==> config.mk <==
export PLATFORM = sky130hd
export DESIGN_NAME = button_gesture_detector
export DESIGN_NICKNAME = d
export VERILOG_FILES = /design/src/hdl/bgd_pkg.sv /design/src/hdl/bgd_step.sv /design/src/hdl/button_gesture_detector.sv
export SDC_FILE = /design/constraint.sdc
export NUM_CORES = 1
export LEC_CHECK = 0
export BUFFER_PORTS_ARGS = -buffer_cell sky130_fd_sc_hd__buf_2
export CORE_ASPECT_RATIO = 1.75
export CORE_MARGIN = 2
export CORE_UTILIZATION = 65
export CTS_BUF_LIST = sky130_fd_sc_hd__clkbuf_8
export DETAILED_ROUTE_END_ITERATION = 10
export PLACE_DENSITY = 0.86
export SETUP_SLACK_MARGIN = 0.3
export SYNTH_ARGS = -nofsm -noshare
export SYNTH_HDL_FRONTEND = slang
export SYNTH_HIERARCHICAL = 1
export SYNTH_SLANG_ARGS = --single-unit
==> constraint.sdc <==
create_clock -name clk -period 10.3 [get_ports clk]
set_clock_uncertainty 0.15 [all_clocks]
set_input_delay 1.545 -clock clk [delete_from_list [all_inputs] [get_ports clk]]
set_output_delay 1.545 -clock clk [all_outputs]
set_load 0.02 [all_outputs]
==> src/hdl/bgd_pkg.sv <==
// ----------------------------------------------------------------------------
// bgd_pkg
// Types and constants shared by the button gesture detector.
// ----------------------------------------------------------------------------
package bgd_pkg;

	typedef enum logic [3:0] {
		ST_IDLE        = 4'd0,
		ST_DOWN_DB     = 4'd1,
		ST_DOWN        = 4'd2,
		ST_LONG        = 4'd3,
		ST_LONG_DB     = 4'd4,
		ST_UP_DB       = 4'd5,
		ST_UP          = 4'd6,
		ST_DBL_DOWN_DB = 4'd7,
		ST_DBL_DOWN    = 4'd8,
		ST_DBL_UP_DB   = 4'd9
	} state_t;

	typedef enum logic [2:0] {
		G_NONE   = 3'd0,
		G_DOWN   = 3'd1,
		G_UP     = 3'd2,
		G_CLICK  = 3'd3,
		G_LONG   = 3'd4,
		G_DOUBLE = 3'd5,
		G_IDLE   = 3'd6
	} gesture_t;

	localparam int unsigned CfgIdxW  = 2;
	localparam int unsigned CfgDataW = 16;
	localparam int unsigned TimeW    = 32;

	localparam logic [CfgIdxW-1:0] CFG_DEBOUNCE   = 2'd0;
	localparam logic [CfgIdxW-1:0] CFG_LONG_PRESS = 2'd1;
	localparam logic [CfgIdxW-1:0] CFG_IDLE_TMO   = 2'd2;

	localparam logic [CfgDataW-1:0] DEBOUNCE_RST   = 16'd50;
	localparam logic [CfgDataW-1:0] LONG_PRESS_RST = 16'd1500;
	localparam logic [CfgDataW-1:0] IDLE_TMO_RST   = 16'd200;

	typedef struct packed {
		logic [CfgDataW-1:0] debounce_ms;
		logic [CfgDataW-1:0] long_press_ms;
		logic [CfgDataW-1:0] idle_timeout_ms;
	} cfg_t;

	typedef struct packed {
		state_t             phase;
		logic               ref_load;
		gesture_t           gesture;
	} step_t;

endpackage

==> src/hdl/bgd_step.sv <==
// ----------------------------------------------------------------------------
// bgd_step
// One scan of the gesture state machine: threshold compare and next state.
// ----------------------------------------------------------------------------
module bgd_step (
	input  bgd_pkg::state_t             phase,
	input  logic [bgd_pkg::TimeW-1:0]   ref_time,
	input  bgd_pkg::cfg_t               cfg,
	input  logic                        key_level,
	input  logic [bgd_pkg::TimeW-1:0]   now_ms,
	output bgd_pkg::step_t              step
);
	import bgd_pkg::*;

	logic                pressed;
	logic [CfgDataW-1:0] limit;
	logic [TimeW-1:0]    elapsed;
	logic                passed;

	assign pressed = ~key_level;
	assign elapsed = now_ms - ref_time;
	assign passed  = elapsed > {{(TimeW-CfgDataW){1'b0}}, limit};

	always_comb begin
		unique case (phase)
			ST_DOWN, ST_DBL_DOWN: limit = cfg.long_press_ms;
			ST_UP:                limit = cfg.idle_timeout_ms;
			default:              limit = cfg.debounce_ms;
		endcase
	end

	always_comb begin
		step.phase    = phase;
		step.ref_load = 1'b0;
		step.gesture  = G_NONE;
		unique case (phase)
			ST_IDLE: begin
				if (pressed) begin
					step.ref_load = 1'b1;
					step.phase    = ST_DOWN_DB;
				end
			end
			ST_DOWN_DB: begin
				if (!pressed) begin
					step.phase = ST_IDLE;
				end else if (passed) begin
					step.ref_load = 1'b1;
					step.phase    = ST_DOWN;
					step.gesture  = G_DOWN;
				end
			end
			ST_DOWN: begin
				if (!pressed) begin
					step.ref_load = 1'b1;
					step.phase    = ST_UP_DB;
				end else if (passed) begin
					step.phase   = ST_LONG;
					step.gesture = G_LONG;
				end
			end
			ST_LONG: begin
				if (!pressed) begin
					step.ref_load = 1'b1;
					step.phase    = ST_LONG_DB;
				end
			end
			ST_LONG_DB: begin
				if (pressed) begin
					step.phase = ST_LONG;
				end else if (passed) begin
					step.ref_load = 1'b1;
					step.phase    = ST_IDLE;
					step.gesture  = G_IDLE;
				end
			end
			ST_UP_DB: begin
				if (pressed) begin
					step.phase = ST_DOWN;
				end else if (passed) begin
					step.phase   = ST_UP;
					step.gesture = G_UP;
				end
			end
			ST_UP: begin
				if (pressed) begin
					step.ref_load = 1'b1;
					step.phase    = ST_DBL_DOWN_DB;
				end else if (passed) begin
					step.phase   = ST_IDLE;
					step.gesture = G_CLICK;
				end
			end
			ST_DBL_DOWN_DB: begin
				if (!pressed) begin
					step.phase = ST_UP;
				end else if (passed) begin
					step.ref_load = 1'b1;
					step.phase    = ST_DBL_DOWN;
				end
			end
			ST_DBL_DOWN: begin
				if (!pressed) begin
					step.ref_load = 1'b1;
					step.phase    = ST_DBL_UP_DB;
				end else if (passed) begin
					step.ref_load = 1'b1;
					step.phase    = ST_LONG;
					step.gesture  = G_LONG;
				end
			end
			ST_DBL_UP_DB: begin
				if (pressed) begin
					step.phase = ST_DBL_DOWN;
				end else if (passed) begin
					step.ref_load = 1'b1;
					step.phase    = ST_IDLE;
					step.gesture  = G_DOUBLE;
				end
			end
			default: begin
				step.phase = phase;
			end
		endcase
	end

endmodule

==> src/hdl/button_gesture_detector.sv <==
// ----------------------------------------------------------------------------
// button_gesture_detector
// Click, double-click and long-press recognizer for one active-low button.
// ----------------------------------------------------------------------------
// Usage:
//   Slave stream: one word per button scan (level and ms timestamp).
//   Master stream: one word per scan (gesture code and state after the scan).
//   cfg_we/cfg_idx/cfg_data write the debounce, long-press and idle
//   thresholds; write them only while no scan is in flight.
// Timing:
//   A scan is held in the input register, where the state machine step
//   (one 32-bit subtract and compare) runs, then lands in the output
//   register, which drives m_tvalid and m_tdata. One scan per cycle is
//   sustained while m_tready stays high.
// Reset:
//   arst_n clears both registers and the detector state (idle, reference
//   time zero) and loads the threshold defaults 50, 1500 and 200 ms.
// Stall:
//   While m_tready is low the result holds; one more scan is taken into the
//   input register, then s_tready drops until the result is taken.
// ----------------------------------------------------------------------------
module button_gesture_detector (
	input  logic                            clk,
	input  logic                            arst_n,
	input  logic                            s_tvalid,
	output logic                            s_tready,
	input  logic [39:0]                     s_tdata,  // key_level, now_ms
	output logic                            m_tvalid,
	input  logic                            m_tready,
	output logic [7:0]                      m_tdata,  // gesture, fsm_state
	input  logic                            cfg_we,
	input  logic [bgd_pkg::CfgIdxW-1:0]     cfg_idx,
	input  logic [bgd_pkg::CfgDataW-1:0]    cfg_data
);
	import bgd_pkg::*;

	cfg_t             cfg_q;
	state_t           phase_q;
	logic [TimeW-1:0] ref_time_q;

	logic             valid_s1;
	logic             key_s1;
	logic [TimeW-1:0] now_s1;

	logic             valid_s2;
	gesture_t         gesture_s2;
	state_t           state_s2;

	logic             out_free;
	logic             fire_s1;
	step_t            step;

	assign out_free = !valid_s2 || m_tready;
	assign fire_s1  = valid_s1 && out_free;
	assign s_tready = !valid_s1 || out_free;

	always_ff @(posedge clk or negedge arst_n) begin
		if (!arst_n) begin
			cfg_q.debounce_ms     <= DEBOUNCE_RST;
			cfg_q.long_press_ms   <= LONG_PRESS_RST;
			cfg_q.idle_timeout_ms <= IDLE_TMO_RST;
		end else if (cfg_we) begin
			unique case (cfg_idx)
				CFG_DEBOUNCE:   cfg_q.debounce_ms     <= cfg_data;
				CFG_LONG_PRESS: cfg_q.long_press_ms   <= cfg_data;
				CFG_IDLE_TMO:   cfg_q.idle_timeout_ms <= cfg_data;
				default:        cfg_q <= cfg_q;
			endcase
		end
	end

	always_ff @(posedge clk or negedge arst_n) begin
		if (!arst_n) begin
			valid_s1 <= 1'b0;
		end else if (s_tready) begin
			valid_s1 <= s_tvalid;
		end
	end

	always_ff @(posedge clk) begin
		if (s_tready && s_tvalid) begin
			key_s1 <= s_tdata[0];
			now_s1 <= s_tdata[TimeW:1];
		end
	end

	bgd_step u_step (
		.phase     (phase_q),
		.ref_time  (ref_time_q),
		.cfg       (cfg_q),
		.key_level (key_s1),
		.now_ms    (now_s1),
		.step      (step)
	);

	always_ff @(posedge clk or negedge arst_n) begin
		if (!arst_n) begin
			phase_q    <= ST_IDLE;
			ref_time_q <= '0;
			state_s2   <= ST_IDLE;
			gesture_s2 <= G_NONE;
		end else if (fire_s1) begin
			phase_q    <= step.phase;
			state_s2   <= step.phase;
			gesture_s2 <= step.gesture;
			if (step.ref_load) begin
				ref_time_q <= now_s1;
			end
		end
	end

	always_ff @(posedge clk or negedge arst_n) begin
		if (!arst_n) begin
			valid_s2 <= 1'b0;
		end else if (out_free) begin
			valid_s2 <= valid_s1;
		end
	end

	assign m_tvalid = valid_s2;
	assign m_tdata  = {1'b0, state_s2, gesture_s2};

`ifndef SYNTHESIS
	a_state_tracks: assert property (@(posedge clk) disable iff (!arst_n)
		m_tvalid |-> state_s2 == phase_q)
		else $error("output state differs from detector state");

	a_double_to_idle: assert property (@(posedge clk) disable iff (!arst_n)
		fire_s1 && step.gesture == G_DOUBLE |=> phase_q == ST_IDLE && ref_time_q == $past(now_s1))
		else $error("double click did not return to idle with new reference");

	a_long_state: assert property (@(posedge clk) disable iff (!arst_n)
		m_tvalid && gesture_s2 == G_LONG |-> state_s2 == ST_LONG)
		else $error("long press reported outside long state");

	a_ref_hold: assert property (@(posedge clk) disable iff (!arst_n)
		!fire_s1 |=> $stable(ref_time_q) && $stable(phase_q))
		else $error("detector state moved without a scan");
`endif

endmodule

* Word-level counts from Yosys, hierarchy flattened
Cells that the tools add are included.
Widths: inputs -> output; s select.
** Word-level totals
- Flip-flop bits (word level) :: 122
- Bits in latches :: 0
- RAM bits :: 0
- ROM bits :: 0
- Output and inout port bits :: 10
- Word-level logic and storage cells :: 83
- Memories :: 0
** Cells by class
- Add/subtract/negate cells :: 1
- Multipliers :: 0
- Divide/modulo/power cells :: 0
- Order comparisons :: 1
- Equal/unequal tests :: 21
- Shift operators :: 0
- Mux-type cells :: 35
- Bitwise logic cells :: 0
- Reductions and logical operators :: 15
** Operator list (count)
- $mux 4 :: 13
- $pmux 4 s10 :: 1
- $gt 32x16->1 :: 1
- $mux 8 :: 4
- $pmux 16 s2 :: 1
- $sub 32x32->32 :: 1
- $ne 3x2->1 const B :: 8
- $pmux 3 s7 :: 1
- $mux 5 :: 4
- $eq 4x3->1 const B :: 4
- $mux 3 :: 5
- $reduce_and 12->1 :: 1
- $reduce_bool 10->1 :: 1
- $pmux 1 s9 :: 1
- $eq 4x2->1 const B :: 2
- $eq 4x4->1 const B :: 2
- $reduce_and 2->1 :: 4
- $eq 4x1->1 const B :: 1
- $logic_not 4->1 :: 1
- $mux 2 :: 2
- $ne 2x2->1 const B :: 2
- $mux 1 :: 3
- $eq 2x1->1 const B :: 1
- $eq 2x2->1 const B :: 1
- 5 further kinds :: 8

* Longest topological paths before layout
- Depth after elaboration :: 8
- Mapped depth :: 26
- Depth with buffers taken out :: 23

* Cells and area by module
Netlist, hierarchy kept.
** Modules (own cells, without submodules)
- button_gesture_detector :: times used 1, cells an instance 228, area an instance 4534.3 um^2
- bgd_step :: times used 1, cells an instance 460, area an instance 3047.9 um^2

* Worst setup path before layout
OpenSTA, ideal clock, no wires.
- Path type :: flip-flop to flip-flop
- Start point :: register phase_q[1]
- End point :: register ref_time_q[10]
- Arrival time :: 5051 ps
- Setup slack :: 4974 ps
- Stages on the path, launching flop included :: 22
- Path buffers :: 5
- Path through :: dfrtp_1 -> clkbuf_1 -> nor3b_1 -> clkbuf_1 -> a22o_1 -> a21oi_1 -> ha_1 -> nand4_1 -> or4_1 -> o22ai_1 -> o311a_1 -> nand4b_1 -> a2111o_1 -> nor4b_4 -> and3_1 -> buf_6 -> o31a_1 -> o211ai_1 -> and3_1 -> buf_6 -> buf_12 -> mux2_4
** RTL lines
- start, declared :: RTL line button_gesture_detector.sv:38 : state_t phase_q;
- start signal, assigned :: RTL line button_gesture_detector.sv:103 : phase_q <= step.phase;
- end signal, assigned :: RTL line button_gesture_detector.sv:107 : ref_time_q <= now_s1;
- end, declared :: RTL line button_gesture_detector.sv:39 : logic [TimeW-1:0] ref_time_q;

==> flow_metrics.env <==
export IMPL_status="finished, final reports clean"
export IMPL_final_nets=859
export IMPL_routed_wl_um=17000
export IMPL_grt_pass1_vias=5974
export IMPL_place_gp_congestion=0.9142
export IMPL_power_frac_comb_pct=55.5
export IMPL_synthArstFlopShare_pct=72.95
export IMPL_hold_path_end="cfg_q[21]$_DFFE_PN0P_"
export IMPL_hp_start="cfg_q[21]$_DFFE_PN0P_"
export IMPL_grt_total_usage_pct=28.09
export IMPL_cts_sinks=122
export IMPL_final_hold_viol_count=0
export IMPL_timing_rr_end="ref_time_q[0]$_DFFE_PN0P_"
export IMPL_maxCapViolations=0
export IMPL_netlist_area_um2=7582
export IMPL_routed_via_density=6.317
export IMPL_h_tree_depth=4
export IMPL_critPathLaunchType="flop"
export IMPL_synth_ff_type="dfrtp_1"
export IMPL_grt_max_degree=90
export IMPL_areaGrowthSynthToFinish_pct=9.752
export IMPL_synth_largest_area_cell="dfrtp_1"
export IMPL_antenna_left=0
export IMPL_p_switching_mw=1.131
export IMPL_ys_top_cells_by_area="dfrtp_1 25%, edfxtp_1 13%, mux2_2 8.5%"
export IMPL_drive_above_1_share_pct=28.38
export IMPL_ctsHoldBuffers=0
export IMPL_finalMaxSlewViolations=0
export IMPL_first_iter_violations=346
export IMPL_synth_top_cell_area_share_pct=25.08
export IMPL_fin_crit_ns=6.713
export IMPL_grt_remaining_overflow=0
export IMPL_sw_frac_of_total_pct=43.06
export IMPL_clk_latency_ns=0.46
export IMPL_p_leak_nw=3.729
export IMPL_holdPathStages=1
export IMPL_n_antenna_cell=0
export IMPL_reg2reg_depth=19
export IMPL_post_cts_buffers=0
export IMPL_path_max_fanout=32
export IMPL_ys_seq_area_share_pct=42.66
export IMPL_dp_hpwl_um=11980
export IMPL_pwr_share_clk_pct=17.0
export IMPL_syn_area_per_cell_um2=11.02
export IMPL_clk_path_buf_depth=2
export IMPL_cts_resized=0
export IMPL_post_layout_nonfiller_instances=896
export IMPL_vias=5660
export IMPL_min_period_over_period_pct=65.17
export IMPL_synth_cell_type_count=75
export IMPL_seqPwrFrac_pct=27.5
export IMPL_fmax_mhz=149.0
export IMPL_cp_data_arrival_time_ns=6.90
export IMPL_critPathCaptureType="flop"
export IMPL_pin_count=73
export IMPL_cts_root_buffer="clkbuf_8"
export IMPL_cts_tree="done"
export IMPL_start_util_pct=66.22
export IMPL_crit_type="flop to flop"
export IMPL_setup_viol=0
export IMPL_slew_limit_headroom_pct=21.31
export IMPL_die_area_um2=12580
export IMPL_hp_class="flop to flop"
export IMPL_port_buffers=64
export IMPL_rsz0062_at_grt="false"
export IMPL_die_x_um=85.65
export IMPL_reg2reg_slack_ns=3.59
export IMPL_clkTransAtPathRegs_ns=0.09
export IMPL_p_per_area_nw_per_um2=315.7
export IMPL_vdd_drop_max_uv=186.6
export IMPL_r2r_start="phase_q[1]$_DFFE_PN0P_"
export IMPL_ys_ff_latch=122
export IMPL_tightest_slew_ns=1.176
export IMPL_coreArea_um2=11450
export IMPL_synth_fp_nets=799
export IMPL_wire_per_inst_um=18.98
export IMPL_die_h_um=146.9
export IMPL_post_place_cells=864
export IMPL_internal_power_mw=1.496
export IMPL_first_pass_iters=4
export IMPL_numCtsBuffers=17
export IMPL_crit_required_ns=10.49
export IMPL_synth_edf_count=33
export IMPL_synth_warnings=6
export IMPL_grt_pass1_wl_um=27970
export IMPL_finalSetupTns_ns=0
export IMPL_drc=0
export IMPL_synth_cells=688
export IMPL_grt_antenna_before_repair=0
export IMPL_num_rows=52
## area by class of cell
| cell class | count | area [um2] |
|---|---|---|
| tap | 135 | 168.9 |
| sequential | 122 | 3234 |
| clock inverter | 15 | 173.9 |
| fill | 817 | 3129 |
| inverter | 42 | 157.7 |
| clock buffer | 17 | 234.0 |
| multi-input combinational | 498 | 4008 |
| timing repair buffer | 67 | 345.3 |
## sequential cells by signal, summed over array words and instances, names as in the netlist
signal and cells:
gesture_s2 3, valid_s1 1, now_s1 32, cfg_q 48
phase_q 4, m_tvalid 1, ref_time_q 32, key_s1 1
## how the worst max path moves through the flow
| stage | from | endpoint | slack (ns) | cells after the start |
|---|---|---|---|---|
| CTS | phase_q[1]$_DFFE_PN0P_ | ref_time_q[31]$_DFFE_PN0P_ | 3.59 | 19 |
| global route | phase_q[1]$_DFFE_PN0P_ | ref_time_q[0]$_DFFE_PN0P_ | 3.19 | 19 |
| detailed placement | phase_q[1]$_DFFE_PN0P_ | ref_time_q[31]$_DFFE_PN0P_ | 3.74 | 19 |
| floorplan | phase_q[1]$_DFFE_PN0P_ | ref_time_q[10]$_DFFE_PN0P_ | 4.97 | 21 |
| finish | phase_q[1]$_DFFE_PN0P_ | ref_time_q[0]$_DFFE_PN0P_ | 3.59 | 19 |
| global placement | phase_q[1]$_DFFE_PN0P_ | ref_time_q[0]$_DFFE_PN0P_ | 3.83 | 19 |
## metrics by stage
step	hold WS, ns	setup WS [ns]	util, %	power [mW]	area, um2
5_1_grt	0.3679	3.189	72.67	2.807	8322
4_1_cts	0.3619	3.590	72.67	2.615	8322
3_3_place_gp	0.3365	3.825	69.11	2.075	7914
3_5_place_dp	0.3425	3.744	69.11	2.135	7914
6_report	0.3619	3.587	72.67	2.627	8322
2_1_floorplan	0.3216	4.974	-	1.819	7582
## placed cells by master (no fill, tap or decap), types with 9 or more instances in the layout
cell      instances
a21o_1           14
a21oi_1          54
a22o_1           15
buf_2            63
clkbuf_8         17
dfrtp_1          76
dfstp_2          13
edfxtp_1         33
ha_1             47
inv_1            41
mux2_2           57
mux2_4           30
nand2_1          47
nand2b_1         12
nand3_1          13
nand4_1           9
nor2_1           30
o211ai_1          9
o21ai_0          25
xnor2_1          14
## power by group through the flow
stage               logic [mW]  clock network (mW)  registers (mW)
finish                    1.46               0.446           0.722
global route              1.60               0.470           0.738
CTS                       1.44               0.451           0.721
detailed placement        1.41                   0           0.726
global placement          1.36                   0           0.717
floorplan                 1.12                   0           0.700
## routing by layer
| metal | up-vias | wire [um] | part of all wire (%) | GRT usage [%] |
|---|---|---|---|---|
| li1 | 2661 | - | - | - |
| met1 | 2773 | 6525 | 38 | 30.97 |
| met2 | 175 | 9323 | 55 | 51.95 |
| met3 | 51 | 607 | 3.6 | 5.618 |
| met4 | 0 | 546 | 3.2 | 10.63 |
| met5 | - | 0 | 0 | 0 |
## cells by family after synthesis
logic type,Yosys count,synth area share [%]
xor+xnor,22,2.541
compound gates,169,15.23
buf+inv,68,4.571
flops,122,42.66
fa+ha+maj,48,8.020
simple gates,166,11.86
mux,92,15.07
other cells,1,0.04946
## worst max-delay path, stage by stage (launching register included)
cell      delay, ns
dfrtp_1        0.72
xnor2_1        0.18
nor3_1         0.07
buf_4          0.23
nor2_1         0.91
a21oi_1        0.23
ha_1           0.40
nand4_1        0.21
or4_1          0.56
a21oi_1        0.14
o22ai_1        0.09
o311a_1        0.14
nand4b_1       0.10
a2111o_1       0.16
nor4b_4        0.07
and3_1         0.30
or4_1          0.45
o211ai_1       0.11
and3_2         0.91
mux2_2         0.41
## synthesized netlist by cell type, drive strengths merged (8+ instances only)
cell and number:
a21o 14, a21oi 54, a22o 15, buf 10
clkbuf 16, dfrtp 76, dfstp 13, edfxtp 33
ha 47, inv 41, mux2 87, nand2 47
nand2b 13, nand3 13, nand4 9, nor2 30
nor2b 8, o211ai 9, o21ai 25, xnor2 14
xor2 8
Note: power is estimated with default switching activity, not from simulation.
